--- src/rtl/core/itc_pkg.sv ---
package itc_pkg;

  // item kind carried in the low bits of the slave tuser
  typedef enum logic [1:0] {
    KIND_TICK  = 2'd0,
    KIND_WRITE = 2'd1,
    KIND_READ  = 2'd2
  } kind_t;

  // access field of a command byte
  typedef enum logic [1:0] {
    ACC_LATCH = 2'd0,
    ACC_LSB   = 2'd1,
    ACC_MSB   = 2'd2,
    ACC_BOTH  = 2'd3
  } acc_t;

  localparam logic [1:0] CMD_PORT = 2'd3;

  localparam logic [2:0] OPM_RATE   = 3'd2;
  localparam logic [2:0] OPM_SQUARE = 3'd3;
  localparam logic [2:0] OPM_FOLD   = 3'd6;
  localparam logic [2:0] OPM_STEP   = 3'd4;

  localparam int IN_TDATA_W   = 8;
  localparam int IN_TUSER_W   = 4;
  localparam int OUT_TDATA_W  = 16;
  localparam int OUT_TUSER_W  = 1;
  localparam int PULSE_W      = 3;

endpackage

--- src/rtl/core/interval_timer_counters.sv ---
// channel  | group   | tdata                                  | tuser
// ---------+---------+----------------------------------------+---------------------------
// items in | s_axis  | [7:0] write_data                       | [1:0] kind, [3:2] port
// results  | m_axis  | [7:0] read_data, [10:8] terminal_pulses | [0] read_valid
//
// one result per item, offered the cycle after accept; an item per cycle unless stalled
// the counter state and the result register update together at the accept edge
// s_axis_tready drops only while a result sits unread in the output register
// rst (synchronous) clears all counters, puts every counter in lsb-then-msb access, idle
module interval_timer_counters
  import itc_pkg::*;
#(
  parameter int NUM_COUNTERS = 3,
  parameter int COUNT_BITS   = 16
) (
  input  logic                   clk,
  input  logic                   rst,
  input  logic                   s_axis_tvalid,
  output logic                   s_axis_tready,
  input  logic [IN_TDATA_W-1:0]  s_axis_tdata,   // [7:0] write_data
  input  logic [IN_TUSER_W-1:0]  s_axis_tuser,   // [1:0] kind, [3:2] port
  output logic                   m_axis_tvalid,
  input  logic                   m_axis_tready,
  output logic [OUT_TDATA_W-1:0] m_axis_tdata,   // [7:0] read_data, [10:8] terminal_pulses
  output logic [OUT_TUSER_W-1:0] m_axis_tuser    // [0] read_valid
);

  logic [COUNT_BITS-1:0] count_value   [NUM_COUNTERS];
  logic [COUNT_BITS-1:0] reload_value  [NUM_COUNTERS];
  logic [COUNT_BITS-1:0] latched_value [NUM_COUNTERS];
  logic                  latch_held    [NUM_COUNTERS];
  acc_t                  access_kind   [NUM_COUNTERS];
  logic [2:0]            operating_mode[NUM_COUNTERS];
  logic                  write_high    [NUM_COUNTERS];
  logic                  read_high     [NUM_COUNTERS];
  logic                  counting      [NUM_COUNTERS];

  logic [COUNT_BITS-1:0] count_value_next   [NUM_COUNTERS];
  logic [COUNT_BITS-1:0] reload_value_next  [NUM_COUNTERS];
  logic [COUNT_BITS-1:0] latched_value_next [NUM_COUNTERS];
  logic                  latch_held_next    [NUM_COUNTERS];
  acc_t                  access_kind_next   [NUM_COUNTERS];
  logic [2:0]            operating_mode_next[NUM_COUNTERS];
  logic                  write_high_next    [NUM_COUNTERS];
  logic                  read_high_next     [NUM_COUNTERS];
  logic                  counting_next      [NUM_COUNTERS];

  logic       in_fire;
  kind_t      kind;
  logic [1:0] port;
  logic [7:0] wbyte;
  logic [1:0] cmd_sel;
  acc_t       cmd_acc;
  logic [2:0] cmd_mode;

  logic [7:0]         read_data_next;
  logic               read_valid_next;
  logic [PULSE_W-1:0] pulses_next;

  logic [7:0]         read_data;
  logic               read_valid;
  logic [PULSE_W-1:0] pulses;

  assign s_axis_tready = !m_axis_tvalid || m_axis_tready;
  assign in_fire       = s_axis_tvalid && s_axis_tready;

  assign kind     = kind_t'(s_axis_tuser[1:0]);
  assign port     = s_axis_tuser[3:2];
  assign wbyte    = s_axis_tdata[7:0];
  assign cmd_sel  = wbyte[7:6];
  assign cmd_acc  = acc_t'(wbyte[5:4]);
  assign cmd_mode = (wbyte[3:1] >= OPM_FOLD) ? (wbyte[3:1] - OPM_STEP) : wbyte[3:1];

  always_comb begin
    logic [15:0] rel16;
    logic [15:0] src16;
    read_data_next  = '0;
    read_valid_next = 1'b0;
    pulses_next     = '0;
    for (int i = 0; i < NUM_COUNTERS; i++) begin
      count_value_next[i]    = count_value[i];
      reload_value_next[i]   = reload_value[i];
      latched_value_next[i]  = latched_value[i];
      latch_held_next[i]     = latch_held[i];
      access_kind_next[i]    = access_kind[i];
      operating_mode_next[i] = operating_mode[i];
      write_high_next[i]     = write_high[i];
      read_high_next[i]      = read_high[i];
      counting_next[i]       = counting[i];
      rel16 = 16'(reload_value[i]);
      src16 = 16'(latch_held[i] ? latched_value[i] : count_value[i]);

      unique case (kind)
        KIND_TICK: begin
          if (counting[i]) begin
            // terminal count is reached from a count of one in every mode
            if (count_value[i] == COUNT_BITS'(1)) begin
              pulses_next[i] = 1'b1;
            end
            if ((operating_mode[i] == OPM_RATE || operating_mode[i] == OPM_SQUARE) &&
                count_value[i] == COUNT_BITS'(1)) begin
              count_value_next[i] = reload_value[i];
            end else begin
              count_value_next[i] = count_value[i] - COUNT_BITS'(1);
            end
          end
        end
        KIND_WRITE: begin
          if (port == CMD_PORT) begin
            if (cmd_sel == 2'(i)) begin
              if (cmd_acc == ACC_LATCH) begin
                if (!latch_held[i]) begin
                  latched_value_next[i] = count_value[i];
                  latch_held_next[i]    = 1'b1;
                end
              end else begin
                access_kind_next[i]    = cmd_acc;
                operating_mode_next[i] = cmd_mode;
                latch_held_next[i]     = 1'b0;
                write_high_next[i]     = 1'b0;
                read_high_next[i]      = 1'b0;
                counting_next[i]       = 1'b0;
              end
            end
          end else if (port == 2'(i)) begin
            unique case (access_kind[i])
              ACC_LSB: begin
                reload_value_next[i] = COUNT_BITS'(wbyte);
                count_value_next[i]  = COUNT_BITS'(wbyte);
                counting_next[i]     = 1'b1;
              end
              ACC_MSB: begin
                reload_value_next[i] = COUNT_BITS'({wbyte, 8'h00});
                count_value_next[i]  = COUNT_BITS'({wbyte, 8'h00});
                counting_next[i]     = 1'b1;
              end
              default: begin
                if (!write_high[i]) begin
                  reload_value_next[i] = COUNT_BITS'({rel16[15:8], wbyte});
                  write_high_next[i]   = 1'b1;
                end else begin
                  reload_value_next[i] = COUNT_BITS'({wbyte, rel16[7:0]});
                  count_value_next[i]  = COUNT_BITS'({wbyte, rel16[7:0]});
                  write_high_next[i]   = 1'b0;
                  counting_next[i]     = 1'b1;
                end
              end
            endcase
          end
        end
        KIND_READ: begin
          if (port == 2'(i)) begin
            read_valid_next = 1'b1;
            unique case (access_kind[i])
              ACC_LSB: begin
                read_data_next     = src16[7:0];
                latch_held_next[i] = 1'b0;
              end
              ACC_MSB: begin
                read_data_next     = src16[15:8];
                latch_held_next[i] = 1'b0;
              end
              default: begin
                if (!read_high[i]) begin
                  read_data_next    = src16[7:0];
                  read_high_next[i] = 1'b1;
                end else begin
                  read_data_next     = src16[15:8];
                  read_high_next[i]  = 1'b0;
                  latch_held_next[i] = 1'b0;
                end
              end
            endcase
          end
        end
        default: begin
        end
      endcase
    end
  end

  always_ff @(posedge clk) begin
    if (rst) begin
      for (int i = 0; i < NUM_COUNTERS; i++) begin
        count_value[i]    <= '0;
        reload_value[i]   <= '0;
        latched_value[i]  <= '0;
        latch_held[i]     <= 1'b0;
        access_kind[i]    <= ACC_BOTH;
        operating_mode[i] <= '0;
        write_high[i]     <= 1'b0;
        read_high[i]      <= 1'b0;
        counting[i]       <= 1'b0;
      end
    end else if (in_fire) begin
      for (int i = 0; i < NUM_COUNTERS; i++) begin
        count_value[i]    <= count_value_next[i];
        reload_value[i]   <= reload_value_next[i];
        latched_value[i]  <= latched_value_next[i];
        latch_held[i]     <= latch_held_next[i];
        access_kind[i]    <= access_kind_next[i];
        operating_mode[i] <= operating_mode_next[i];
        write_high[i]     <= write_high_next[i];
        read_high[i]      <= read_high_next[i];
        counting[i]       <= counting_next[i];
      end
    end
  end

  always_ff @(posedge clk) begin
    if (rst) begin
      m_axis_tvalid <= 1'b0;
    end else if (in_fire) begin
      m_axis_tvalid <= 1'b1;
    end else if (m_axis_tready) begin
      m_axis_tvalid <= 1'b0;
    end
  end

  always_ff @(posedge clk) begin
    if (in_fire) begin
      read_data  <= read_data_next;
      read_valid <= read_valid_next;
      pulses     <= pulses_next;
    end
  end

  assign m_axis_tdata = {{(OUT_TDATA_W - 8 - PULSE_W){1'b0}}, pulses, read_data};
  assign m_axis_tuser = read_valid;

endmodule

--- config.mk ---
export PLATFORM = sky130hd
export DESIGN_NAME = interval_timer_counters
export DESIGN_NICKNAME = d
export VERILOG_FILES = /design/src/rtl/core/itc_pkg.sv /design/src/rtl/core/interval_timer_counters.sv
export SDC_FILE = /design/constraint.sdc
export NUM_CORES = 1
export LEC_CHECK = 0
export ABC_AREA = 1
export BUFFER_PORTS_ARGS = -buffer_cell sky130_fd_sc_hd__buf_4
export CORE_MARGIN = 1
export CORE_UTILIZATION = 60
export CTS_BUF_LIST = sky130_fd_sc_hd__clkbuf_8
export DETAILED_ROUTE_END_ITERATION = 8
export PLACE_DENSITY_LB_ADDON = 0.08
export SETUP_SLACK_MARGIN = 0.5
export SYNTH_ARGS = -nofsm -noshare
export SYNTH_HDL_FRONTEND = slang
export SYNTH_SLANG_ARGS = --single-unit
--- constraint.sdc ---
create_clock -name clk -period 3.1 [get_ports clk]
set_clock_uncertainty 0.15 [all_clocks]
set_input_delay 0.31 -clock clk [delete_from_list [all_inputs] [get_ports clk]]
set_output_delay 0.31 -clock clk [all_outputs]
set_load 0.1 [all_outputs]
==> qor.yml <==
crit_chain: "a21oi_2, nand2_2, buf_4, a21oi_1, nand2_1, nand3_1, nor2_1"
fin_crit_sh_pct: 82.1
slew_headroom_pct: 28.9
synth-main-ff-cell: "edfxtp_1"
required_ps: 3180
antenna_found_initial: 0
dpl.cell_count: 1655
r2r_cells: 7
worst_r2r_endpoint: "latch_held[0][2]"
clock_path_buffers: 2
hold_viol_final: 0
cp_slowest_cell: "a21oi_1"
synth_compound_area_share_pct: 9.73
final_cells: 1690
drt-initial-drc-count: 1216
violations: "design-rule violations"
synthArstFlopShare_pct: 0
antenna_left: 0
status: "finished, violations left"
path_clk_slew_ps: 100
crit_arrival_ps: 2630
hold_depth: 2
nets: 1480
syn_area_mm2: 0.0112
setup_violations: 0
ys_types: 43
drive_gt1_share_pct: 9.38
startpoint_type: "flop"
start_util_pct: 61.9
end_kind: "flop"
die_w_um: 139
clkSinkCount: 181
synth_top_family_by_area: "simple AND/OR/NAND/NOR gates"
groute.usage.overall_pct: 35.5
hpwl_mm: 24.5
synth_seq_cells: 181
path_max_fanout: 20
io_pins: 35
core-area_mm2: 0.0181
htree_levels: 4
grt_pass1_wl_mm: 51.6
worstReg2RegStart: "m_axis_tvalid"
overflow: 0
worst_slew_pin_slew_ps: 1070
ir_drop_mv: 0.320
rsz0062_at_grt: "true"
power_density_mw_per_mm2: 513
mostFrequentLayoutCell: "nand2_1"
cts_setup_buffers: 0
die_y_um: 139
netlist_instances: 1423
min_period_ps: 2540
vias: 9926
cts-buffers-inserted: 17
final_cell_mix: "367 x nand2_1, 206 x nor2_1, 198 x inv_1"
criticalPathCategory: "reg2reg"
ys_warn_count: 0
r2r_slack_ps: 560
grt_pass1_vias: 9215
drtPass1Iterations: 8
slew_violations: 0
avgSynthCellArea_um2: 7.90
diodes: 0
rows: 49
routed_wl_mm: 33.0
cts_tree: "built"
ys_seq_area_share_pct: 48.3
place.gp.congestion: 1.02
final.setup.tns_ps: 0
drt-vias-per-instance: 5.87
holdPathEnd: "operating_mode[0][2]"
drv_cap: 0
synthSimpleGateAreaFrac_pct: 29.2
port_buffers: 29
post_drt_wl_per_cell_um: 19.5
fmax_ghz: 0.393
route.detailed.drc: 8
synth_mux_area_share_pct: 0
grt_max_degree: 50
die_area_mm2: 0.0193
synthAdderAreaFrac_pct: 1.78
min-delay-start: "s_axis_tdata[2]"
hold_class: "in2reg"
synth_xor_area_share_pct: 1.40
syn_to_final_growth_pct: 8.03
crit_path_max_incr_delay_ps: 630
p_leak_nw: 5.23
synth_enable_flop_cells: 180
cts-root-buf: "clkbuf_8"
worstSkewPairLatency_ps: 470
## report_power, final
group | total [W] | internal, W | switching, W | leakage, nW
registers | 0.00310 | 0.00293 | 0.000167 | 1.82
logic | 0.00142 | 0.000394 | 0.00102 | 3.20
clock network | 0.00171 | 0.000805 | 0.000905 | 0.211
## how the worst max path moves through the flow
stage / start / to / slack, ps / cells past startpoint
floorplan: m_axis_tvalid / count_value[0][0] / 570 / 9
global placement: m_axis_tready / read_high[0][1] / 360 / 8
detailed placement: m_axis_tready / read_high[0][1] / 360 / 8
CTS: m_axis_tvalid / reload_value[0][2] / 500 / 6
global route: m_axis_tvalid / reload_value[0][5] / 490 / 9
finish: m_axis_tvalid / latch_held[0][2] / 560 / 7
## synth_stat cells, types with 12 or more instances
| cell type | count | share of area (%) |
|---|---|---|
| ha_1 | 16 | 1.8 |
| o21ai_0 | 69 | 3.1 |
| o211ai_1 | 24 | 1.6 |
| buf_2 | 25 | 1.1 |
| nor3_1 | 12 | 0.53 |
| o22ai_1 | 12 | 0.67 |
| nand3_1 | 92 | 4.1 |
| edfxtp_1 | 180 | 48 |
| nor2_1 | 212 | 7.1 |
| clkbuf_1 | 15 | 0.50 |
| a2111oi_0 | 15 | 1.2 |
| nand4_1 | 38 | 2.1 |
| inv_1 | 197 | 6.6 |
| nand2_1 | 367 | 12 |
| a21oi_1 | 37 | 1.6 |
## metrics by stage
step	setup WS, ps	utilization, %	total power [W]	hold WS, ps	cell area, um^2
after global routing	492	66.9	0.00649	14.7	12100
after detailed placement	363	64.4	0.00453	365	11700
after global placement	356	64.4	0.00451	359	11700
after floorplan	572	-	0.00410	219	11300
final	555	66.9	0.00622	48.3	12100
after CTS	496	66.8	0.00620	15.8	12100
## state kept, by name, indices dropped and copies added, names as in the netlist, 6 cells and up
signal,flops
read_data,8
count_value,48
latched_value,48
operating_mode,6
access_kind,6
reload_value,48
## layout make-up
class,instances,area (um^2)
Multi-Input combinational cell,985,4810
Clock inverter,15,176
Inverter,207,779
Tap cell,229,287
Fill cell,1525,6010
Sequential cell,181,5430
Clock buffer,17,234
Timing Repair Buffer,56,425
## layer usage
metal	GRT usage, %	share of wire (%)	wire length, um	up-vias
met1	50.2	42	14000	4594
li1	-	-	-	4746
met2	53.9	45	14700	503
met3	7.15	9.6	3170	83
met5	0	0	0	-
met4	14.0	3.6	1170	0
## critical path: cells and delay by family (launching register included)
kind	cells	cell delay (ps)
buf+inv	1	290
flops	1	380
simple gates	4	590
compound gates	2	880
## cells by family after synthesis
logic type,count (synthesis)
and+or+nand+nor,763
buffers and inverters,262
AOI/OAI and AO/OA,182
DFF,181
xor gates and xnor gates,18
adders and majority gates,16
other,1
## repair_timing
action / 4_1_cts / 5_1_grt
cloned: 1 / 0
resized for setup: 0 / 5
pin swaps: 1 / 0
setup endpoints to repair: 1 / 53
hold endpoints to repair: 1 / 0
hold buffers: 2 / 0
No activity file was read; power rests on OpenSTA's default activity.
